`src/rtl/gqv_pkg.sv`:
```
package gqv_pkg;

  // Sampler table depth unless the top level is told otherwise
  localparam int DEFAULT_MAX_SAMPLERS = 32;

  // Entries in the queue between front and back
  localparam int QUEUE_DEPTH = 4;

  localparam int SLOT_W   = 5;
  localparam int SCALED_W = 40;

  // One glyph as it arrives
  typedef struct packed {
    logic signed [31:0] glyph_offset_x;
    logic signed [31:0] glyph_offset_y;
    logic [30:0]        glyph_width;
    logic [30:0]        glyph_height;
    logic signed [31:0] glyph_advance;
    logic [15:0]        tex_u_left;
    logic [15:0]        tex_v_top;
    logic [15:0]        tex_u_right;
    logic [15:0]        tex_v_bottom;
    logic [31:0]        texture_id;
    logic               first_of_string;
    logic               new_batch;
  } glyph_t;

  // One corner vertex as it leaves
  typedef struct packed {
    logic signed [31:0] vertex_x;
    logic signed [31:0] vertex_y;
    logic [15:0]        vertex_u;
    logic [15:0]        vertex_v;
    logic [SLOT_W-1:0]  sampler_slot;
    logic               last_vertex;
    logic               sampler_overflow;
  } vertex_t;

  // Classified glyph handed from front to back
  typedef struct packed {
    logic signed [SCALED_W-1:0] scaled_offset_x;
    logic signed [SCALED_W-1:0] scaled_offset_y;
    logic signed [SCALED_W-1:0] scaled_width;
    logic signed [SCALED_W-1:0] scaled_height;
    logic signed [SCALED_W-1:0] scaled_advance;
    logic [15:0]                tex_u_left;
    logic [15:0]                tex_v_top;
    logic [15:0]                tex_u_right;
    logic [15:0]                tex_v_bottom;
    logic [SLOT_W-1:0]          sampler_slot;
    logic                       sampler_overflow;
    logic                       first_of_string;
  } job_t;

  // Multiply a Q16.16 value by a Q8.16 reciprocal, round half up to Q24.16
  function automatic logic signed [SCALED_W-1:0] scale_q16(
    input logic signed [32:0] v,
    input logic [23:0]        r
  );
    logic signed [57:0] p;
    p = 58'(v) * 58'($signed({1'b0, r})) + 58'sd32768;
    return p[55:16];
  endfunction

  // Clamp a wide signed position to 32 bit signed
  function automatic logic signed [31:0] sat32(input logic signed [43:0] v);
    logic signed [43:0] hi;
    logic signed [43:0] lo;
    hi = 44'sd2147483647;
    lo = -44'sd2147483648;
    if (v > hi) begin
      return hi[31:0];
    end else if (v < lo) begin
      return lo[31:0];
    end
    return v[31:0];
  endfunction

endpackage

```
`src/rtl/gqv_queue.sv`:
```
module gqv_queue (
  input  logic          clk,
  input  logic          rst,
  input  logic          push,
  input  gqv_pkg::job_t push_job,
  output logic          full,
  input  logic          pop,
  output gqv_pkg::job_t pop_job,
  output logic          valid
);
  import gqv_pkg::*;

  localparam int PTR_W = (QUEUE_DEPTH > 1) ? $clog2(QUEUE_DEPTH) : 1;
  localparam int CNT_W = $clog2(QUEUE_DEPTH + 1);

  job_t             entries [QUEUE_DEPTH];
  logic [PTR_W-1:0] wr_ptr;
  logic [PTR_W-1:0] rd_ptr;
  logic [CNT_W-1:0] count;

  assign full    = (count == CNT_W'(QUEUE_DEPTH));
  assign valid   = (count != '0);
  assign pop_job = entries[rd_ptr];

  // Advance pointers and occupancy
  always_ff @(posedge clk) begin
    if (rst) begin
      wr_ptr <= '0;
      rd_ptr <= '0;
      count  <= '0;
    end else begin
      if (push) begin
        wr_ptr <= (wr_ptr == PTR_W'(QUEUE_DEPTH - 1)) ? '0 : wr_ptr + PTR_W'(1);
      end
      if (pop) begin
        rd_ptr <= (rd_ptr == PTR_W'(QUEUE_DEPTH - 1)) ? '0 : rd_ptr + PTR_W'(1);
      end
      if (push && !pop) begin
        count <= count + CNT_W'(1);
      end else if (pop && !push) begin
        count <= count - CNT_W'(1);
      end
    end
  end

  always_ff @(posedge clk) begin
    if (push) begin
      entries[wr_ptr] <= push_job;
    end
  end

  a_no_overrun: assert property (@(posedge clk) disable iff (rst)
    push |-> !full)
    else $error("job pushed into full queue");

endmodule

```
`config.mk`:
```
export PLATFORM = sky130hd
export DESIGN_NAME = gqv_queue
export DESIGN_NICKNAME = d
export VERILOG_FILES = /design/src/rtl/gqv_pkg.sv /design/src/rtl/gqv_queue.sv
export SDC_FILE = /design/constraint.sdc
export NUM_CORES = 1
export LEC_CHECK = 0
export ABC_AREA = 1
export BUFFER_PORTS_ARGS = -buffer_cell sky130_fd_sc_hd__buf_2
export CAP_MARGIN = 20
export CORE_UTILIZATION = 40
export CTS_CLUSTER_DIAMETER = 200
export DETAILED_ROUTE_END_ITERATION = 10
export PLACE_DENSITY_LB_ADDON = 0.25
export SLEW_MARGIN = 10
export SYNTH_ARGS = -nofsm -noshare
export SYNTH_HDL_FRONTEND = slang
export SYNTH_SLANG_ARGS = --single-unit
```
`constraint.sdc`:
```
create_clock -name clk -period 9.4 [get_ports clk]
set_clock_uncertainty 0.15 [all_clocks]
set_input_delay 0 -clock clk [delete_from_list [all_inputs] [get_ports clk]]
set_output_delay 0 -clock clk [all_outputs]
set_load 0.005 [all_outputs]
```
# == After elaboration in Yosys (flattened, before gate mapping) ==
# Memory sizes are Yosys's and may differ from the RTL's. A register that Yosys moved wholly into a read port is not among the register bits.
# Cells that the tools add are included.
# op_classes
n_eq_ne,3
mux,8
n_addsub,4
reduce_logical,6
# op_table
op,count
2-bit two-way mux,4
3-bit two-way mux,2
"2-bit by 1-bit adder with 2-bit output, second input constant",2
"2-bit == test, second input constant",2
"3-bit by 1-bit adder with 3-bit output, second input constant",1
"3-bit == test, second input constant",1
3-bit nonzero test,1
"3-bit by 1-bit subtractor with 3-bit output, second input constant",1
1-bit logical AND,2
1-bit zero test,2
1-bit two-way mux,2
2-bit nonzero test,1
# word_totals
memories,1
out_inout_bits,273
ff_bits,7
ram_bits,1084
# memory_table
name,words,word_bits,rd,rd_clocked_by_memory_dff,write_ports,line_no,text
entries,4,271,1,1,1,gqv_queue.sv:16,job_t entries [QUEUE_DEPTH];

# == Depth between registers and ports, before layout ==
# Gate-level depths: netlist of the first run.
# depth
depth_word,4
ltp_mapped,10
depth_no_buf,10

# == Worst setup path before layout of the first run ==
# OpenSTA, ideal clock, no wires.
# synth_timing
path_kind,register to register
start,register wr_ptr[0]
end,"memory entries[3][0] in the netlist's numbering, enable pin"
setup_ns,0.622
path_stages_with_launch,4
required_ns,8.628
arrival_ns,5.788
path_slack_ns,2.840
period_less_slack_ns,6.560
path_buffers,0
cell_sequence,dfxtp_1 > ha_1 > nand2_1 > inv_1
# synth_rtl
item,line_no,text
start: declaration,gqv_queue.sv:17,logic [PTR_W-1:0] wr_ptr;
start signal: assignment,gqv_queue.sv:33,wr_ptr <= (wr_ptr == PTR_W'(QUEUE_DEPTH - 1)) ? '0 : wr_ptr + PTR_W'(1);
end: declaration,gqv_queue.sv:16,
# No word-level cell before the write port.

==> flow_summary_export.csv, run 1 <==
group,metric,value,unit
clock_tree,numCtsBuffers,110,
placement,placed_cells,4369,
routing,dr.pass1.iters,5,
global_routing,grt_max_degree,205,
sta,finalHoldViolations,0,
synth,async_reset_ff_share,0,%
job,maxCapViolCount,0,
run_status,status,"completed",
routing,ant_nets,0,
sta,fin_crit_sh,52.04,%
clock_tree,clk_latency,680,ps
finish,stdcell_count,5132,
routing,route.detailed.drc,0,
sta,max_slew.worst_pin.slew,1129,ps
clock_tree,h-tree-depth,3,
synth,syn_nets,2962,
synth,syn_area_per_cell,15.05,sq um
synth,synth_cell_type_count,21,
routing,vias_per_cell,5.071,
synth,ys_top_cells_by_area,"edfxtp_1, nor2_1, o22ai_1, o21ai_0, o21ai_1",
synth,netlist_area,40330,sq um
finish,synthToLayoutAreaGrowth,31.26,%
synth,ys_ff_latch,1093,
pwr,ir_worst_vdd,0.2588,mV
finish,layout-drive-gt1-share,18.88,%
sta,setup_violations,0,
placement,place_congestion,0.7375,
sta,drv_slew,0,
sta,setup-tns-final,0,ps
worst_setup_path,path_class,"flop to output port",
global_routing,grt_pass1_vias,26600,
global_routing,track_usage,18.74,%
global_routing,grt_pass1_wl,149400,um
die,die_w,319.5,um
pwr,power_density,204.4,nW/um^2
clock_tree,cts_num_sinks,1093,
sta,rsz0062_at_grt,"false",
synth,postSynthCellCount,2680,
synth,synth_edf_count,1084,
sta,period_minus_slack,4892,ps
sta,worst_slack,4508,ps
pwr,p_leak,18.54,nW
worst_hold_path,min_path_type,"input pin to flop",
clock_tree,clk_path_buf_depth,3,
die,core_area,100000,sq um
worst_setup_path,worst-path-max-fanout,94,
placement,portBuffers,547,
routing,drt_iter0_drc,1883,
die,io_pins,548,
clock_tree,clockRootBuffer,"clkbuf_16",
placement,post-place-ws,5123,ps
clock_tree,cts_tree,"built",
die,start_util,40.33,%
die,die-area,102100,sq um
worst_setup_path,endpoint_kind,"output port",
die,fp.dieH,319.5,um
synth,synth_top_cell_by_area,"edfxtp_1",
synth,ys_seq_area_share,81.16,%
sta,slew_headroom,24.73,%
clock_tree,clkTransAtPathRegs,60,ps
global_routing,antenna_found_initial,21,
routing,totalWireLength,97670,um
sta,hold_ws,8.587,ps
finish,final_nets,4010,
sta,max_freq,0.2044,GHz
clock_tree,postCtsSetupBuffers,0,
synth,synth-main-ff-cell,"edfxtp_1",
pwr,power,10.82,mW
worst_setup_path,worst_ep_required_time,9250,ps
synth,ys.warnings.count,0,
synth,synthTopCellsByCount,"edfxtp_1, nor2_1, o21ai_0",
routing,vias,26030,
finish,num-fill-cells,8249,
routing,wl_per_cell,19.03,um
worst_setup_path,cp.arrival,4740,ps
worst_setup_path,start_kind,"flop",
placement,hpwl,51010,um
synth,synth_top_area_share,80.71,%
global_routing,overflow,0,
die,num_rows,116,
synth,synth_most_common_cell,"edfxtp_1",
==> layer usage <==
layer  vias up  track usage (%)  share of wire [%]
li1      12350                -                  -
met1     12730            22.28                 41
met2       789            31.94                 48
met3       158            6.009                8.3
met4         8            6.432                2.4
met5         -                0              0.043
==> kinds of logic (layout without fill, tap and decap cells) <==
group,count (synthesis),count (layout),share of synthesized area [%]
flip-flops,1093,1093,81.16
XOR/XNOR,1,1,0.02172
AND/OR/NAND/NOR,565,565,5.277
other,0,16,0
buffers and inverters,195,1333,2.305
AO/OA/AOI/OAI,819,819,11.00
adder cells (fa/ha/maj),7,7,0.2358
==> per-stage QoR <==
stage               cell area [sq um]  utilization, %
global route                    52940           52.94
finish                          52940           52.94
global placement                44110           44.11
detailed placement              44110           44.11
floorplan                       40330               -
CTS                             52900           52.90
==> power by group <==
group	switching [mW]	total, mW	internal (mW)
clock	1.80	4.05	2.26
combinational	0.666	1.13	0.466
sequential	0.0561	5.64	5.58
total	2.52	10.8	8.30
==> worst max-delay path: stages, from the launching register on <==
cell     delay, ps
dfxtp_4        920
buf_4          860
buf_4          770
buf_4          760
o21ai_0        210
o22ai_1        200
buf_2          170
==> sequential cells by signal, indices dropped and copies added (netlist names), named ones only <==
signal / count
rd_ptr: 2
entries: 1084
count: 3
wr_ptr: 2
==> placed cells by master (no fill, tap or decap), types with 2 or more instances in the layout <==
master         Yosys  routed
buf_12             0       5
nand2_1            9       9
edfxtp_1        1084    1084
nor3_1             3       3
clkbuf_16          0     110
a21oi_1            3       3
diode_2            0      16
bufinv_16          0       4
dlygate4sd3_1      0     545
inv_1             14      10
clkbuf_1          93      26
nor2_1           551     551
clkinv_2           0      16
o21ai_0          335     335
dfxtp_4            0       2
inv_8              0       6
clkinv_8           0       4
buf_4             16      18
ha_1               6       6
buf_2             62     547
o21ai_1          210     210
clkinvlp_4         0       5
inv_6              0       2
clkinv_1           1      33
dfxtp_1            9       7
o22ai_1          271     271
==> final cells by class <==
type / instances / area [sq um] / area share [%]
sequential: 1093 / 32740 / 61.84
timing repair buffer: 1115 / 8428 / 15.92
multi-input combinational: 1392 / 6670 / 12.60
clock buffer: 136 / 2850 / 5.384
tap: 1298 / 1624 / 3.068
clock inverter: 66 / 483.0 / 0.9123
inverter: 16 / 105.1 / 0.1985
antenna: 16 / 40.04 / 0.07563
==> what timing repair did <==
| item | CTS | global route |
|---|---|---|
| gates resized for setup | 0 | 0 |
| hold endpoints to repair | 1317 | 0 |
| hold buffers | 545 | 0 |
==> final timing paths <==
check / from / endpoint / slack, ps / cells past startpoint
worst max register to register: wr_ptr[0] / entries[3][179] / 6030 / 5
worst max-delay path: flop / pop_job[69] / 4510 / 6
worst min register to register: wr_ptr[1] / wr_ptr[1] / 390 / 2
worst min-delay path: push_job[71] / entries[0][71] / 9 / 2
No activity file was read; power rests on OpenSTA's default activity.
==> run 2: changes to the inputs <==
Clock period 9.4 ns to 4.3 ns, I/O delays scaled along.
==> flow_summary_export.csv, run 2 (same netlist as run 1, synthesis figures left out) <==
group,metric,value,unit
routing,wl_per_cell,19.53,um
routing,highest_layer,"met5",
clock_tree,clockRootBuffer,"clkbuf_16",
sta,fin_crit_sh,78.34,%
routing,vias,26290,
worst_setup_path,worst_ep_required_time,4150,ps
routing,dr.pass1.iters,5,
global_routing,grt_pass1_vias,26660,
global_routing,antenna_found_initial,21,
sta,setup_violations,0,
finish,num-fill-cells,8320,
worst_setup_path,path_class,"flop to output port",
clock_tree,postCtsSetupBuffers,0,
run_status,status,"completed",
placement,post-place-ws,1665,ps
sta,worst_slack,931.6,ps
routing,route.met3.wl,7944,um
clock_tree,clkTransAtPathRegs,60,ps
finish,synthToLayoutAreaGrowth,32.02,%
clock_tree,numCtsBuffers,110,
worst_setup_path,endpoint_kind,"output port",
sta,max_slew.worst_pin.slew,1074,ps
die,fp.dieH,319.5,um
job,maxCapViolCount,0,
die,die_w,319.5,um
worst_hold_path,min_path_type,"input pin to flop",
finish,regMostFlops,"entries",
sta,period_minus_slack,3368,ps
finish,top_regs,"entries x1084, count x3",
worst_hold_path,holdPathStages,2,
die,io_pins,548,
placement,place_congestion,0.7395,
sta,drv_slew,0,
global_routing,grt_max_degree,215,
routing,ant_nets,0,
clock_tree,h-tree-depth,3,
sta,finalHoldViolations,0,
worst_setup_path,reg2reg_depth,6,
finish,largest_reg_flops,1084,
routing,wl_met1,40670,um
die,start_util,40.33,%
sta,max_freq,0.2969,GHz
routing,route.met2.wl,49740,um
worst_setup_path,worst-path-max-fanout,144,
routing,vias_per_cell,5.103,
finish,layout_common_cells,"edfxtp_1, nor2_1, buf_2",
placement,portBuffers,547,
die,num_rows,116,
finish,layout-drive-gt1-share,19.41,%
finish,layout_commonest_cell,"edfxtp_1",
global_routing,grt_pass1_wl,153400,um
clock_tree,clk_path_buf_depth,3,
global_routing,track_usage,19.38,%
routing,totalWireLength,100600,um
worst_setup_path,cp.arrival,3220,ps
sta,slew_headroom,28.43,%
finish,final_nets,4025,
routing,drt_iter0_drc,1792,
placement,placed_cells,4383,
clock_tree,cts_tree,"built",
pwr,p_leak,18.65,nW
pwr,power_density,447.4,nW/um^2
finish,stdcell_count,5152,
sta,rsz0062_at_grt,"false",
placement,hpwl,52780,um
routing,route.detailed.drc,0,
worst_setup_path,start_kind,"flop",
global_routing,overflow,0,
die,die-area,102100,sq um
die,core_area,100000,sq um
pwr,ir_worst_vdd,0.4371,mV
clock_tree,cts_num_sinks,1093,
clock_tree,clk_latency,670,ps
==> run 2: worst max-delay path: stages (launching register included) <==
cell,delay (ps)
dfxtp_4,530
inv_8,730
buf_4,580
o21ai_0,180
o22ai_1,170
buf_2,150
==> run 2: final cells by class <==
class,instances,area (sq um),area share [%]
repair buffers,1130,8693,16.33
clock buffers,141,2890,5.428
flip-flops and latches,1093,32740,61.49
multi-input cells,1392,6685,12.56
clock inverters,66,479.2,0.9000
inverters,16,90.09,0.1692
diodes,16,40.04,0.07520
well taps,1298,1624,3.050
==> run 2: path summary, 6_finish.rpt <==
path	from	end	slack, ps
setup / recovery	flop	pop_job[27]	930
hold / removal	push_job[65]	entries[3][65]	100
setup reg to reg	wr_ptr[0]	entries[2][64]	1800
hold reg to reg	wr_ptr[1]	wr_ptr[1]	360
==> run 2: report_power, final <==
| part | internal, mW | switching [mW] |
|---|---|---|
| combinational | 1.04 | 1.50 |
| sequential | 12.2 | 0.102 |
| clock | 5.09 | 3.89 |
==> run 2: layer usage <==
layer | global-route usage [%] | vias up
li1 | - | 12400
met1 | 23.13 | 13000
met2 | 33.49 | 731
met3 | 6.199 | 153
met4 | 5.417 | 12
met5 | 0 | -
==> run 2: what timing repair did <==
action,CTS,global route
gates resized for setup,0,0
hold endpoints to repair,1107,1
hold buffers,545,1
==> run 2: metrics by stage <==
step                      hold slack, ps  utilization (%)  cell area, sq um  power, mW  TNS (ps)
after global placement             64.35            44.37             44370      14.65         0
after global routing               59.95            53.24             53240      24.70         0
after CTS                          9.788            53.19             53190      24.04         0
after detailed placement           64.49            44.37             44370      14.68         0
after floorplan                   -85.03                -             40360      13.64   -989860
final                              98.30            53.24             53240      23.82         0
==> run 3: changes to the inputs <==
Settings changed: ABC_AREA 1 to 0.
Clock period 4.3 ns to 3.2 ns, I/O delays scaled along.
==> flow_summary_export.csv, run 3 <==
group,metric,value,unit
worst_setup_path,rrSetupSlack,1020,ps
routing,wl_per_cell,21.97,um
global_routing,grt_max_degree,74,
global_routing,antenna_found_initial,17,
routing,vias_per_cell,5.004,
pwr,power_density,601.6,nW/um^2
synth,synth-main-ff-cell,"edfxtp_1",
job,maxCapViolCount,0,
finish,num-fill-cells,7427,
sta,drv_slew,0,
sta,rsz0062_at_grt,"false",
synth,synth_most_common_cell,"edfxtp_1",
synth,async_reset_ff_share,0,%
global_routing,overflow,0,
synth,ys.warnings.count,0,
synth,synth_top_cell_by_area,"edfxtp_1",
clock_tree,postCtsSetupBuffers,0,
synth,ys_ff_latch,1093,
worst_setup_path,endpoint_kind,"output port",
die,start_util,40.62,%
sta,fin_crit_sh,84.85,%
clock_tree,clkTransAtPathRegs,60,ps
worst_setup_path,worst-path-max-fanout,61,
sta,setup-tns-final,0,ps
placement,hpwl,54080,um
synth,syn_nets,1741,
finish,layout-drive-gt1-share,37.56,%
routing,route.detailed.drc,0,
synth,synthTopCellsByCount,"edfxtp_1, mux4_2, buf_2",
synth,postSynthCellCount,1459,
die,die_w,316.3,um
die,die-area,100100,sq um
synth,synth_top_area_share,82.37,%
worst_setup_path,regToRegEndpoint,"count[2]",
finish,layout_common_cells,"edfxtp_1, buf_2, dlygate4sd3_1",
placement,placed_cell_area,44260,sq um
clock_tree,h-tree-depth,3,
routing,dr.pass1.iters,5,
sta,max_slew.worst_pin.slew,728.2,ps
finish,final_nets,2943,
synth,synth_edf_count,1084,
synth,netlist_area,39520,sq um
worst_setup_path,cp.arrival,2570,ps
synth,ys_top_cells_by_area,"edfxtp_1, mux4_2, buf_6, dfxtp_1, buf_2",
routing,vias,20180,
worst_setup_path,r2r_start,"count[0]",
placement,place_congestion,0.7549,
die,core_area,97280,sq um
clock_tree,clockRootBuffer,"clkbuf_16",
die,fp.dieH,316.3,um
synth,syn_area_per_cell,27.08,sq um
worst_hold_path,min_path_type,"input pin to flop",
sta,max_freq,0.3683,GHz
clock_tree,ctsHoldBuffers,545,
global_routing,grt_pass1_vias,21800,
sta,finalHoldViolations,0,
sta,period_minus_slack,2715,ps
clock_tree,clk_path_buf_depth,3,
synth,synth_cell_type_count,17,
clock_tree,clk_latency,660,ps
worst_setup_path,worst_ep_required_time,3050,ps
synth,ys_seq_area_share,82.83,%
finish,multiInputGateArea,6360,sq um
worst_hold_path,holdPathStages,2,
finish,top_regs,"entries x1084, count x3",
sta,slew_headroom,51.45,%
placement,portBuffers,547,
worst_setup_path,start_kind,"flop",
finish,final_area,53200,sq um
global_routing,track_usage,17.69,%
routing,ant_nets,0,
pwr,p_leak,18.18,nW
run_status,status,"completed",
finish,largest_reg_flops,1084,
worst_setup_path,path_class,"flop to output port",
clock_tree,numCtsBuffers,110,
finish,layout_commonest_cell,"edfxtp_1",
clock_tree,cts_num_sinks,1093,
worst_hold_path,worstHoldStart,"push_job[124]",
clock_tree,cts_tree,"built",
pwr,ir_worst_vdd,0.5249,mV
global_routing,grt_pass1_wl,132300,um
finish,regMostFlops,"entries",
worst_hold_path,hold_end,"entries[3][124]",
die,io_pins,548,
worst_setup_path,reg2reg_depth,5,
finish,synthToLayoutAreaGrowth,34.63,%
die,num_rows,114,
routing,totalWireLength,88570,um
clock_tree,ctsResizeCount,0,
sta,setup_violations,0,
routing,drt_iter0_drc,1379,
finish,regArea,32740,sq um
[run 3: cells by family after synthesis]
family	Yosys count	synth area share [%]
flip-flops	1093	82.83
buffers and inverters	64	1.102
AO/OA/AOI/OAI	3	0.03798
XOR/XNOR	2	0.04434
multiplexers	275	15.55
adder cells (fa/ha/maj)	7	0.2406
AND/OR/NAND/NOR	15	0.1995
[run 3: final cells by class]
| cell class | instances | share of cell area (%) |
|---|---|---|
| Clock inverter | 66 | 1.047 |
| Tap cell | 1276 | 3.001 |
| Multi-Input combinational cell | 302 | 11.95 |
| Inverter | 4 | 0.02822 |
| Clock buffer | 130 | 5.454 |
| Antenna cell | 11 | 0.05174 |
| Sequential cell | 1093 | 61.54 |
| Timing Repair Buffer | 1150 | 16.92 |
[run 3: worst max path at each step]
stage / start / to / slack (ps) / cells after the start
floorplan: wr_ptr[0] / entries[3][0] / 160 / 2
global placement: wr_ptr[0] / entries[0][120] / 1130 / 4
detailed placement: wr_ptr[1] / entries[1][74] / 1100 / 5
CTS: flop / pop_job[163] / 360 / 3
global route: flop / pop_job[114] / 340 / 3
finish: flop / pop_job[213] / 480 / 3
[run 3: routing by layer]
layer  track usage [%]  wire (um)  up-vias
li1                  -          -     8805
met1             23.59      36770    10560
met2             28.60      42850      676
met3             4.781       6999      125
met4             5.179       1862       14
met5                 0         90        -
[run 3: where the power goes]
group | switching [mW] | internal (mW)
clock | 5.10 | 7.21
sequential | 0.150 | 16.4
combinational | 1.49 | 1.64
total | 6.74 | 25.3
[run 3: through the flow]
step | power [mW] | instances | setup slack, ps | hold WS, ps | utilization [%]
3_5_place_dp | 19.51 | 3280 | 1105 | 66.04 | 45.50
2_1_floorplan | 18.16 | 1459 | 159.6 | -80.93 | -
6_report | 32.01 | 4032 | 484.8 | 47.51 | 54.69
3_3_place_gp | 19.44 | 3280 | 1128 | 58.47 | 45.50
5_1_grt | 33.13 | 4030 | 340.7 | 63.02 | 54.68
4_1_cts | 32.38 | 4021 | 363.5 | 13.44 | 54.66
[run 3: critical path, stage by stage (launching register included)]
cell	delay, ps
dfxtp_4	830
buf_12	410
mux4_2	410
buf_2	160
