### src/rtl/gqv_pkg.sv
package gqv_pkg;

  // Sampler table depth unless the top level is told otherwise
  localparam int DEFAULT_MAX_SAMPLERS = 32;

  // Entries in the queue between front and back
  localparam int QUEUE_DEPTH = 4;

  localparam int SLOT_W   = 5;
  localparam int SCALED_W = 40;

  // One glyph as it arrives
  typedef struct packed {
    logic signed [31:0] glyph_offset_x;
    logic signed [31:0] glyph_offset_y;
    logic [30:0]        glyph_width;
    logic [30:0]        glyph_height;
    logic signed [31:0] glyph_advance;
    logic [15:0]        tex_u_left;
    logic [15:0]        tex_v_top;
    logic [15:0]        tex_u_right;
    logic [15:0]        tex_v_bottom;
    logic [31:0]        texture_id;
    logic               first_of_string;
    logic               new_batch;
  } glyph_t;

  // One corner vertex as it leaves
  typedef struct packed {
    logic signed [31:0] vertex_x;
    logic signed [31:0] vertex_y;
    logic [15:0]        vertex_u;
    logic [15:0]        vertex_v;
    logic [SLOT_W-1:0]  sampler_slot;
    logic               last_vertex;
    logic               sampler_overflow;
  } vertex_t;

  // Classified glyph handed from front to back
  typedef struct packed {
    logic signed [SCALED_W-1:0] scaled_offset_x;
    logic signed [SCALED_W-1:0] scaled_offset_y;
    logic signed [SCALED_W-1:0] scaled_width;
    logic signed [SCALED_W-1:0] scaled_height;
    logic signed [SCALED_W-1:0] scaled_advance;
    logic [15:0]                tex_u_left;
    logic [15:0]                tex_v_top;
    logic [15:0]                tex_u_right;
    logic [15:0]                tex_v_bottom;
    logic [SLOT_W-1:0]          sampler_slot;
    logic                       sampler_overflow;
    logic                       first_of_string;
  } job_t;

  // Multiply a Q16.16 value by a Q8.16 reciprocal, round half up to Q24.16
  function automatic logic signed [SCALED_W-1:0] scale_q16(
    input logic signed [32:0] v,
    input logic [23:0]        r
  );
    logic signed [57:0] p;
    p = 58'(v) * 58'($signed({1'b0, r})) + 58'sd32768;
    return p[55:16];
  endfunction

  // Clamp a wide signed position to 32 bit signed
  function automatic logic signed [31:0] sat32(input logic signed [43:0] v);
    logic signed [43:0] hi;
    logic signed [43:0] lo;
    hi = 44'sd2147483647;
    lo = -44'sd2147483648;
    if (v > hi) begin
      return hi[31:0];
    end else if (v < lo) begin
      return lo[31:0];
    end
    return v[31:0];
  endfunction

endpackage

### src/rtl/gqv_back.sv
module gqv_back (
  input  logic               clk,
  input  logic               rst,
  input  logic               job_valid,
  input  gqv_pkg::job_t      job,
  output logic               pop,
  input  logic signed [31:0] origin_x,
  input  logic signed [31:0] origin_y,
  output logic               vertex_valid,
  input  logic               vertex_stall,
  output gqv_pkg::vertex_t   vertex
);
  import gqv_pkg::*;

  typedef enum logic [3:0] {
    C_TL = 4'b0001,
    C_BL = 4'b0010,
    C_BR = 4'b0100,
    C_TR = 4'b1000
  } corner_t;

  // Position stage
  logic               s1_valid;
  logic signed [41:0] x0w;
  logic signed [40:0] y0w;
  logic signed [SCALED_W-1:0] sw;
  logic signed [SCALED_W-1:0] sh;
  logic [15:0]        s1_ul, s1_vt, s1_ur, s1_vb;
  logic [SLOT_W-1:0]  s1_slot;
  logic               s1_ovf;

  // Corner stage
  logic               s2_valid;
  logic signed [31:0] x0s, x1s, y0s, y1s;
  logic [15:0]        s2_ul, s2_vt, s2_ur, s2_vb;
  logic [SLOT_W-1:0]  s2_slot;
  logic               s2_ovf;
  corner_t            corner;

  logic signed [31:0] pen;
  logic signed [31:0] pen_eff;
  logic signed [41:0] x0_sum;
  logic signed [40:0] y0_sum;
  logic signed [40:0] pen_sum;
  logic signed [42:0] x1_sum;
  logic signed [41:0] y1_sum;
  vertex_t            vertex_next;
  logic               out_load;
  logic               s2_done;
  logic               s2_load;
  logic               s1_free;

  // Flow control: drain corners, then refill the stages behind
  assign out_load = s2_valid & (~vertex_valid | ~vertex_stall);
  assign s2_done  = out_load & (corner == C_TR);
  assign s2_load  = s1_valid & (~s2_valid | s2_done);
  assign s1_free  = ~s1_valid | s2_load;
  assign pop      = job_valid & s1_free;

  // Base corner, far corner sums and pen update
  always_comb begin
    pen_eff = job.first_of_string ? '0 : pen;
    x0_sum  = 42'(origin_x) + 42'(job.scaled_offset_x) + 42'(pen_eff);
    y0_sum  = 41'(origin_y) + 41'(job.scaled_offset_y);
    pen_sum = 41'(pen_eff) + 41'(job.scaled_advance);
    x1_sum  = 43'(x0w) + 43'(sw);
    y1_sum  = 42'(y0w) - 42'(sh);
  end

  always_ff @(posedge clk) begin
    if (rst) begin
      pen      <= '0;
      s1_valid <= 1'b0;
      s2_valid <= 1'b0;
    end else begin
      if (pop) begin
        pen <= sat32(44'(pen_sum));
      end
      s1_valid <= pop | (s1_valid & ~s2_load);
      s2_valid <= s2_load | (s2_valid & ~s2_done);
    end
  end

  always_ff @(posedge clk) begin
    if (pop) begin
      x0w     <= x0_sum;
      y0w     <= y0_sum;
      sw      <= job.scaled_width;
      sh      <= job.scaled_height;
      s1_ul   <= job.tex_u_left;
      s1_vt   <= job.tex_v_top;
      s1_ur   <= job.tex_u_right;
      s1_vb   <= job.tex_v_bottom;
      s1_slot <= job.sampler_slot;
      s1_ovf  <= job.sampler_overflow;
    end
  end

  // Far corner and saturation
  always_ff @(posedge clk) begin
    if (s2_load) begin
      x0s     <= sat32(44'(x0w));
      y0s     <= sat32(44'(y0w));
      x1s     <= sat32(44'(x1_sum));
      y1s     <= sat32(44'(y1_sum));
      s2_ul   <= s1_ul;
      s2_vt   <= s1_vt;
      s2_ur   <= s1_ur;
      s2_vb   <= s1_vb;
      s2_slot <= s1_slot;
      s2_ovf  <= s1_ovf;
    end
  end

  // Select the corner in turn
  always_comb begin
    vertex_next.sampler_slot     = s2_slot;
    vertex_next.sampler_overflow = s2_ovf;
    vertex_next.last_vertex      = 1'b0;
    unique case (corner)
      C_TL: begin
        vertex_next.vertex_x = x0s;
        vertex_next.vertex_y = y0s;
        vertex_next.vertex_u = s2_ul;
        vertex_next.vertex_v = s2_vt;
      end
      C_BL: begin
        vertex_next.vertex_x = x0s;
        vertex_next.vertex_y = y1s;
        vertex_next.vertex_u = s2_ul;
        vertex_next.vertex_v = s2_vb;
      end
      C_BR: begin
        vertex_next.vertex_x = x1s;
        vertex_next.vertex_y = y1s;
        vertex_next.vertex_u = s2_ur;
        vertex_next.vertex_v = s2_vb;
      end
      C_TR: begin
        vertex_next.vertex_x = x1s;
        vertex_next.vertex_y = y0s;
        vertex_next.vertex_u = s2_ur;
        vertex_next.vertex_v = s2_vt;
        vertex_next.last_vertex = 1'b1;
      end
      default: begin
        vertex_next.vertex_x = x0s;
        vertex_next.vertex_y = y0s;
        vertex_next.vertex_u = s2_ul;
        vertex_next.vertex_v = s2_vt;
      end
    endcase
  end

  // Step the corner on each loaded vertex
  always_ff @(posedge clk) begin
    if (rst) begin
      corner       <= C_TL;
      vertex_valid <= 1'b0;
    end else begin
      if (out_load) begin
        unique case (corner)
          C_TL:    corner <= C_BL;
          C_BL:    corner <= C_BR;
          C_BR:    corner <= C_TR;
          C_TR:    corner <= C_TL;
          default: corner <= C_TL;
        endcase
      end
      if (out_load) begin
        vertex_valid <= 1'b1;
      end else if (!vertex_stall) begin
        vertex_valid <= 1'b0;
      end
    end
  end

  always_ff @(posedge clk) begin
    if (out_load) begin
      vertex <= vertex_next;
    end
  end

  a_corner_onehot: assert property (@(posedge clk) disable iff (rst)
    $onehot(corner))
    else $error("corner sequencer lost its one-hot code");

  a_last_marked: assert property (@(posedge clk) disable iff (rst)
    out_load && corner == C_TR |=> vertex_valid && vertex.last_vertex)
    else $error("fourth vertex not marked last");

  a_pop_fills: assert property (@(posedge clk) disable iff (rst)
    pop |=> s1_valid)
    else $error("popped job not held in position stage");

endmodule

### config.mk
export PLATFORM = sky130hd
export DESIGN_NAME = gqv_back
export DESIGN_NICKNAME = d
export VERILOG_FILES = /design/src/rtl/gqv_pkg.sv /design/src/rtl/gqv_back.sv
export SDC_FILE = /design/constraint.sdc
export NUM_CORES = 1
export LEC_CHECK = 0
export BUFFER_PORTS_ARGS = -buffer_cell sky130_fd_sc_hd__buf_2
export CAP_MARGIN = 20
export CORE_MARGIN = 5
export CORE_UTILIZATION = 30
export DETAILED_ROUTE_END_ITERATION = 8
export SYNTH_ARGS = -nofsm -noshare
export SYNTH_HDL_FRONTEND = slang
export SYNTH_SLANG_ARGS = --single-unit
### constraint.sdc
create_clock -name clk -period 11.5 [get_ports clk]
set_input_delay 0.575 -clock clk [delete_from_list [all_inputs] [get_ports clk]]
set_output_delay 0.575 -clock clk [all_outputs]
set_load 0.01 [all_outputs]
After elaboration in Yosys (flattened, before gate mapping)
Cells that the tools add are included.
Word-level totals
  output and inout port bits: 105
  flip-flop bits (word level): 573
  word-level logic and storage cells: 107
Operators by class
  magnitude comparators: 10
  equal/unequal tests: 5
  $add $sub $neg: 6
  bitwise operators: 17
  multiplexer cells: 37
Operators by type and width (number)
  2-to-1 mux 32 bit: 16
  one-hot mux 96 bit (3 select lines): 1
  adder 32 x 40 -> 41 bit: 3
  > comparator 42 x 32 -> 1 bit (second input constant): 2
  < comparator 42 x 32 -> 1 bit (second input constant): 2
  > comparator 41 x 32 -> 1 bit (second input constant): 2
  < comparator 41 x 32 -> 1 bit (second input constant): 2
  adder 42 x 40 -> 43 bit: 1
  > comparator 43 x 32 -> 1 bit (second input constant): 1
  < comparator 43 x 32 -> 1 bit (second input constant): 1
  adder 41 x 32 -> 42 bit: 1
  subtractor 41 x 40 -> 42 bit: 1
  2-to-1 mux 1 bit: 19
  one-hot mux 4 bit (3 select lines): 1
  bitwise AND 1 bit: 6
  NOT 1 bit: 6
  OR 1 bit: 5
  == test 4 x 1 -> 1 bit (second input constant): 1
  == test 4 x 2 -> 1 bit (second input constant): 1
  == test 4 x 3 -> 1 bit (second input constant): 1
  == test 4 bit (second input constant): 1
  != test 2 x 1 -> 1 bit (second input constant): 1

Logic depth before layout (Yosys ltp)
Gate-level depths: netlist of the first run.
  word-level depth: 11
  mapped depth: 17
  gate-level depth less buffers: 16

Worst setup path before layout of the first run
OpenSTA, ideal clock, no wires.
  path kind: register to register
  start point: register corner[3]
  end point: register s2_ovf (enable)
  setup slack: 1073 ps
  path buffers: 1
  period minus slack after synthesis: 10427 ps
  data arrival time: 9646 ps
  cell stages (with the launch flop): 5
  path through: dfxtp_1 clkbuf_1 nor4b_1 a21boi_1 nor2b_1
Between the ends
  cells in the longest elaborated chain, start to end: 4
RTL lines
  from (decl): line gqv_back.sv:38  | corner_t corner;
  from (signal assigned): line gqv_back.sv:158  | corner <= C_TL;
  from (signal assigned): line gqv_back.sv:163  | C_TL: corner <= C_BL;
  from (signal assigned): line gqv_back.sv:164  | C_BL: corner <= C_BR;
  == test 4 bit: line gqv_back.sv:55  | assign s2_done = out_load & (corner == C_TR);
  bitwise AND 1 bit: line gqv_back.sv:55
  OR 1 bit: line gqv_back.sv:56  | assign s2_load = s1_valid & (~s2_valid | s2_done);
  bitwise AND 1 bit: line gqv_back.sv:56
  via s2_load: line gqv_back.sv:50  | logic s2_load;
  to (signal assigned): line gqv_back.sv:111  | s2_ovf <= s1_ovf;
  to (decl): line gqv_back.sv:37  | logic s2_ovf;
The timed path passes the listed nets, and every way through them passes these cells.
A chain may end at the register's enable or synchronous reset.

Worst setup path in the final report of the first run
  start point: register x0w[0]
  end point: register x1s[14], data pin
Between the ends
  cells in the longest elaborated chain, start to end: 6
RTL lines
  from (decl): line gqv_back.sv:24  | logic signed [41:0] x0w;
  from (signal assigned): line gqv_back.sv:86  | x0w <= x0_sum;
  adder 42 x 40 -> 43 bit (*): line gqv_back.sv:66  | x1_sum = 43'(x0w) + 43'(sw);
  < comparator 43 x 32 -> 1 bit: line gqv_pkg.sv:73  | end else if (v < lo) begin
  2-to-1 mux 1 bit: line gqv_pkg.sv:73
  2-to-1 mux 1 bit: line gqv_pkg.sv:71  | if (v > hi) begin
  2-to-1 mux 1 bit: line gqv_back.sv:101  | if (s2_load) begin
  2-to-1 mux 32 bit (*): line gqv_pkg.sv:76  | return v[31:0];
  to (signal assigned): line gqv_back.sv:104  | x1s <= sat32(44'(x1_sum));
  to (decl): line gqv_back.sv:34  | logic signed [31:0] x0s, x1s, y0s, y1s;
Mark *: on every way between the ends. The rest lies on a longest branch, timed or not. The select of a mux whose other input is x is not followed.

==> results of run 1 <==
-- area by class of cell --
type                            count  area (um2)  share of cell area
Clock inverter                     44         445              0.0117
Timing Repair Buffer              463        2390              0.0625
Antenna cell                       12        30.0            0.000786
Inverter                          102         393              0.0103
Sequential cell                   573       16800               0.440
Clock buffer                       79        1760              0.0461
Multi-Input combinational cell   1883       14600               0.383
Tap cell                         1403        1760              0.0460
-- synth_stat cells, types with 29 or more instances --
library cell / count
nor2_1: 140
mux2_2: 96
xor2_1: 73
a31oi_1: 35
or3_1: 41
dfxtp_1: 39
nand2_1: 127
nor2b_1: 47
ha_1: 203
inv_1: 102
o21ai_2: 34
edfxtp_1: 534
a21oi_1: 193
xnor2_1: 106
nand4_1: 30
fa_1: 45
nand3_1: 47
o32ai_2: 30
o21ai_0: 116
a21o_1: 174
o21bai_1: 29
clkbuf_1: 67
-- routing by layer --
layer | track usage | vias to the layer above
li1 | - | 11000
met1 | 0.227 | 11000
met2 | 0.248 | 599
met3 | 0.0252 | 141
met4 | 0.0440 | 10
met5 | 0 | -
-- metrics by stage --
stage          area (um2)  total power [mW]  setup WS (ns)
6_report            38200              6.67           6.71
5_1_grt             38200              7.07           6.39
4_1_cts             38200              6.75           6.69
3_5_place_dp        35900              4.58           6.40
3_3_place_gp        35900              4.58           6.46
2_1_floorplan       32100              4.06           1.07
-- power by group through the flow --
stage	Clock [mW]	Sequential, mW	Combinational (mW)
3_5_place_dp	0	2.71	1.87
5_1_grt	2.28	2.69	2.10
4_1_cts	2.19	2.67	1.88
6_report	2.11	2.67	1.89
3_3_place_gp	0	2.71	1.87
2_1_floorplan	0	2.69	1.37
-- registers in the layout, indices dropped and copies added (netlist names), 32 cells and up --
| name | cells |
|---|---|
| pen | 32 |
| sh | 40 |
| sw | 40 |
| vertex | 103 |
| x0s | 32 |
| x0w | 42 |
| x1s | 32 |
| y0s | 32 |
| y0w | 41 |
| y1s | 32 |
-- path summary, 6_finish.rpt --
path | to | slack, ns | cells past startpoint
max | x1s[14]$_DFFE_PP_ | 6.71 | 13
min | s1_ul[12]$_DFFE_PP_ | 0.11 | 1
max reg2reg | x1s[14]$_DFFE_PP_ | 6.71 | 13
min reg2reg | s2_ur[10]$_DFFE_PP_ | 0.42 | 0
-- cell usage in the layout (no fill, tap or decap), types with 39 or more instances in the layout --
cell,n
clkbuf_16,68
ha_1,203
o21ai_0,116
a21oi_1,193
mux2_2,96
fa_1,45
buf_2,443
nor2b_1,45
or3_1,41
xor2_1,73
dfxtp_1,39
nand3_1,47
edfxtp_1,534
nor2_1,140
a21o_1,174
nand2_1,125
xnor2_1,106
inv_1,100
-- cell families (layout without fill, tap and decap cells) --
family | after synthesis | after routing
DFF | 573 | 573
xor gates and xnor gates | 179 | 179
buffers and inverters | 194 | 688
other | 0 | 12
adders and majority gates | 248 | 248
muxes | 97 | 97
AOI/OAI and AO/OA | 794 | 794
and+or+nand+nor | 565 | 565
==> results.json, run 1 <==
{
  "core_um2": 107000,
  "finalCritPeriodShare": 0.416,
  "crit_fanout": 31,
  "first_iter_violations": 1457,
  "synth_top_family_by_area": "compound AO/OA/AOI/OAI gates",
  "nets": 3678,
  "p_comb_frac": 0.283,
  "stdcell_count": 4559,
  "highest_layer": "met5",
  "hp-start": "job[67]",
  "seqPwrFrac": 0.401,
  "powerDensity_nw_per_um2": 175,
  "ctsHoldBuffers": 0,
  "routed_via_density": 5.00,
  "critical-path-top-cell-by-count": "o21ai_0",
  "yosys_warnings": 0,
  "routedWlPerCell_um": 20.3,
  "slowest_stage": "a31o_2",
  "fin_util": 0.358,
  "met3_length_mm": 4.66,
  "wl_mm": 92.4,
  "area_growth_pct": 18.9,
  "fp.dieW_um": 337,
  "gp_congestion": 0.921,
  "place_hpwl_mm": 70.8,
  "die-area_um2": 114000,
  "synth_largest_area_cell": "edfxtp_1",
  "crit_path_start_kind": "register",
  "synth_nets": 3237,
  "cellLeakagePower_nw": 15.2,
  "ys_types": 83,
  "min_path_type": "in -> reg",
  "cts_root_buffer": "clkbuf_16",
  "cp.arrival_ns": 5.13,
  "setup_viol": 0,
  "grt_max_degree": 127,
  "status": "finished, final reports clean",
  "fill_cells": 10500,
  "syn-cell-area_um2": 32100,
  "cts.sinks": 573,
  "synth_seq_cells": 573,
  "wl_met1_mm": 43.8,
  "finalHoldWorstSlack_ns": 0.107,
  "htree_num_levels": 3,
  "finalHoldViolCount": 0,
  "synth_ff_type": "edfxtp_1",
  "fin_tns_setup_ns": 0,
  "crit_family": "compound AO/OA/AOI/OAI gates",
  "start_util": 0.301,
  "ant_nets": 0,
  "antenna_found_initial": 27,
  "power.switching_mw": 2.16,
  "dr.pass1.iters": 5,
  "drc": 0,
  "synth_top_area_frac": 0.499,
  "critPathMaxStageDelay_ns": 0.88,
  "maxSlewHeadroom": 0.284,
  "cts_buffers": 68,
  "rows": 120,
  "clockBufferDepth": 3,
  "drive_above_1_share": 0.242,
  "dieHeight_um": 337,
  "swShare": 0.324,
  "grt_pass1_wl_mm": 138,
  "cap_viol_max_count": 0,
  "synthMuxAreaShare": 0.0340,
  "ios": 444,
  "synth-edff-count": 534,
  "p_int_mw": 4.51,
  "met2_length_mm": 41.5,
  "required_ns": 11.84,
  "cts_tree": "done",
  "p_clk_frac": 0.317,
  "path_cells": "ha_1 > fa_1 > a211o_2 > o211ai_1 > a2111o_1 > nand3_1 > o21ai_0 > o21ai_0 > xor2_1 > or2_2 > nor4_1 > a31o_2 > o31ai_2",
  "num_vias": 22800,
  "io_buffers": 443,
  "synth.area.top_cells": "edfxtp_1, ha_1, a21o_1",
  "synth-compound-area-share": 0.174,
  "dpl.cell_count": 4423,
  "ys_seq_area_frac": 0.523,
  "groute.usage.overall": 0.158,
  "worst-setup-path-type": "reg -> reg",
  "max_freq_mhz": 209,
  "grt_setup_unrepaired": "false",
  "synthAdderAreaFrac": 0.107,
  "clock_latency_ns": 0.64,
  "worstMarginPinSlew_ns": 1.07,
  "min_period_ns": 4.79,
  "synth_area_per_cell_um2": 12.1,
  "crit_path_end_kind": "register",
  "critPathBufInv": 0,
  "postCtsSetupBuffers": 0,
  "grt_pass1_vias": 22400,
  "ys_async_sr_fraction": 0,
  "synth-simple-area-share": 0.0883,
  "reg2reg_from": "x0w[0]$_DFFE_PP_",
  "synth_cells": 2650,
  "clkSlewWorstSetupHoldPaths_ns": 0.06,
  "post_cts_resized": 0,
  "ir_drop_uv": 93.8,
  "slew_viol_final": 0,
  "skew_ns": 0.0114,
  "synth_xor_area_frac": 0.0488,
  "overflow": 0,
  "cp-startpoint": "x0w[0]$_DFFE_PP_"
}
(Power assumes the default switching activity.)
==> run 2: changes to the inputs <==
- clock period: 11.5 -> 4.2 ns (I/O delays scaled with it)
==> results.json, run 2 (synthesis results as in run 1) <==
{
  "status": "finished, final reports clean",
  "cts.sinks": 573,
  "nets": 3896,
  "ios": 444,
  "routedWlPerCell_um": 19.7,
  "maxSlewHeadroom": 0.217,
  "min_path_type": "in -> reg",
  "antenna_found_initial": 31,
  "pre_cts_ws_ns": 0.00890,
  "clockBufferDepth": 3,
  "drive_above_1_share": 0.254,
  "wl_mm": 94.3,
  "power.switching_mw": 6.04,
  "slowest_stage": "edfxtp_1",
  "required_ns": 4.57,
  "reg2reg_from": "x0w[0]$_DFFE_PP_",
  "setup_viol": 0,
  "top_register": "vertex",
  "worstRegToRegCells": 14,
  "path_cells": "ha_1 > fa_2 > a211o_2 > o211ai_1 > a2111o_1 > a31oi_1 > nand2b_4 > a2111oi_2 > a311oi_1 > or2_2 > nor4_1 > a31o_2 > clkbuf_16 > o21ai_2",
  "slew_viol_final": 0,
  "core_um2": 107000,
  "io_buffers": 443,
  "die-area_um2": 114000,
  "powerDensity_nw_per_um2": 471,
  "start_util": 0.301,
  "groute.usage.overall": 0.159,
  "max_freq_mhz": 246,
  "p_int_mw": 13.2,
  "place_hpwl_mm": 71.7,
  "cp.arrival_ns": 4.44,
  "area_growth_pct": 26.9,
  "grt_pass1_vias": 23000,
  "clock_latency_ns": 0.63,
  "clkSlewWorstSetupHoldPaths_ns": 0.06,
  "grt_pass1_wl_mm": 140,
  "crit_fanout": 10,
  "swShare": 0.315,
  "overflow": 0,
  "drc": 0,
  "worstMarginPinSlew_ns": 1.17,
  "finalCritPeriodShare": 0.968,
  "largest_reg_flops": 103,
  "fin_util": 0.382,
  "fin_tns_setup_ns": 0,
  "p_clk_frac": 0.329,
  "gp_congestion": 0.912,
  "cp-startpoint": "x0w[0]$_DFFE_PP_",
  "finalPower_mw": 19.2,
  "fill_cells": 10200,
  "fp.dieW_um": 337,
  "r2r_setup_slack_ns": 0.13,
  "reg.largest.list": "vertex: 103 flops, x0w: 42 flops, y0w: 41 flops",
  "cts_root_buffer": "clkbuf_16",
  "crit_path_end_kind": "register",
  "seq_area_um2": 16800,
  "final_common_cell": "edfxtp_1",
  "skew_ns": 0.0169,
  "dieHeight_um": 337,
  "worst-setup-path-type": "reg -> reg",
  "mostFrequentLayoutCells": "edfxtp_1, buf_2, ha_1",
  "rows": 120,
  "worstReg2RegEnd": "x1s[20]$_DFFE_PP_",
  "grt_max_degree": 144,
  "crit_path_start_kind": "register",
  "ir_drop_uv": 294,
  "first_iter_violations": 1596,
  "htree_num_levels": 3,
  "multi_input_area_um2": 14800,
  "num_vias": 23600,
  "critPathMaxStageDelay_ns": 0.41,
  "seqPwrFrac": 0.382,
  "finalHoldViolCount": 0,
  "ant_nets": 0,
  "layout_setup_ws_ns": 0.134,
  "min_period_ns": 4.07,
  "routed_via_density": 4.93,
  "cap_viol_max_count": 0,
  "cellLeakagePower_nw": 16.3,
  "cts_tree": "done",
  "worstSetupEndpoint": "x1s[20]$_DFFE_PP_",
  "p_comb_frac": 0.288,
  "dr.pass1.iters": 6,
  "cts_buffers": 72
}
run 2: worst min path at each step:
stage                     cells after the start                  to         from  slack, ns
after floorplan                               0    s1_ovf$_DFFE_PP_       job[1]       0.31
after global placement                        1  s1_ul[4]$_DFFE_PP_      job[59]       0.39
after detailed placement                      1    sh[21]$_DFFE_PP_     job[132]       0.39
after CTS                                     3    x0w[1]$_DFFE_PP_     job[231]      0.003
after global routing                          2    y0w[0]$_DFFE_PP_  origin_y[0]       0.05
final                                         2    y0w[0]$_DFFE_PP_  origin_y[0]       0.04
run 2: metrics by stage:
stage	hold slack, ns	std cells	instance area, um2
final	0.0400	4789	40800
after detailed placement	0.388	4479	36500
after global routing	0.0522	4782	40800
after floorplan	0.309	2650	32200
after CTS	0.00337	4767	40500
after global placement	0.386	4479	36500
run 2: final cells by class:
cell class,count,area share
antenna,19,0.00117
clock buffer,85,0.0456
clock inverter,47,0.0146
inverter,102,0.00964
multi-input combinational,1883,0.362
sequential,573,0.412
tap,1403,0.0431
timing repair buffer,677,0.111
run 2: timing repair:
item,4_1_cts,5_1_grt
setup endpoints to repair,0,100
hold buffers,156,0
setup buffers,0,1
endpoints found under the hold margin,158,0
resized for setup,0,34
run 2: worst max-delay path, delay by kind of cell, from the launching register on:
kind                     cells  cell delay [ns]
adder cells (fa/ha/maj)      2             0.67
AO/OA/AOI/OAI                8             1.71
flip-flops                   1             0.41
AND/OR/NAND/NOR              3             0.79
buffers and inverters        1             0.22
run 2: per-layer routing:
metal | track usage | wire [um]
met2 | 0.243 | 41900
met1 | 0.229 | 44300
met4 | 0.0536 | 2690
met3 | 0.0268 | 5360
met5 | 0 | 61
run 2: power by group through the flow:
stage | sequential, mW | combinational, mW | clock, mW
2_1_floorplan | 7.31 | 3.74 | 0
3_3_place_gp | 7.44 | 5.27 | 0
3_5_place_dp | 7.45 | 5.28 | 0
4_1_cts | 7.33 | 5.43 | 6.52
5_1_grt | 7.38 | 6.11 | 6.76
6_report | 7.34 | 5.53 | 6.32
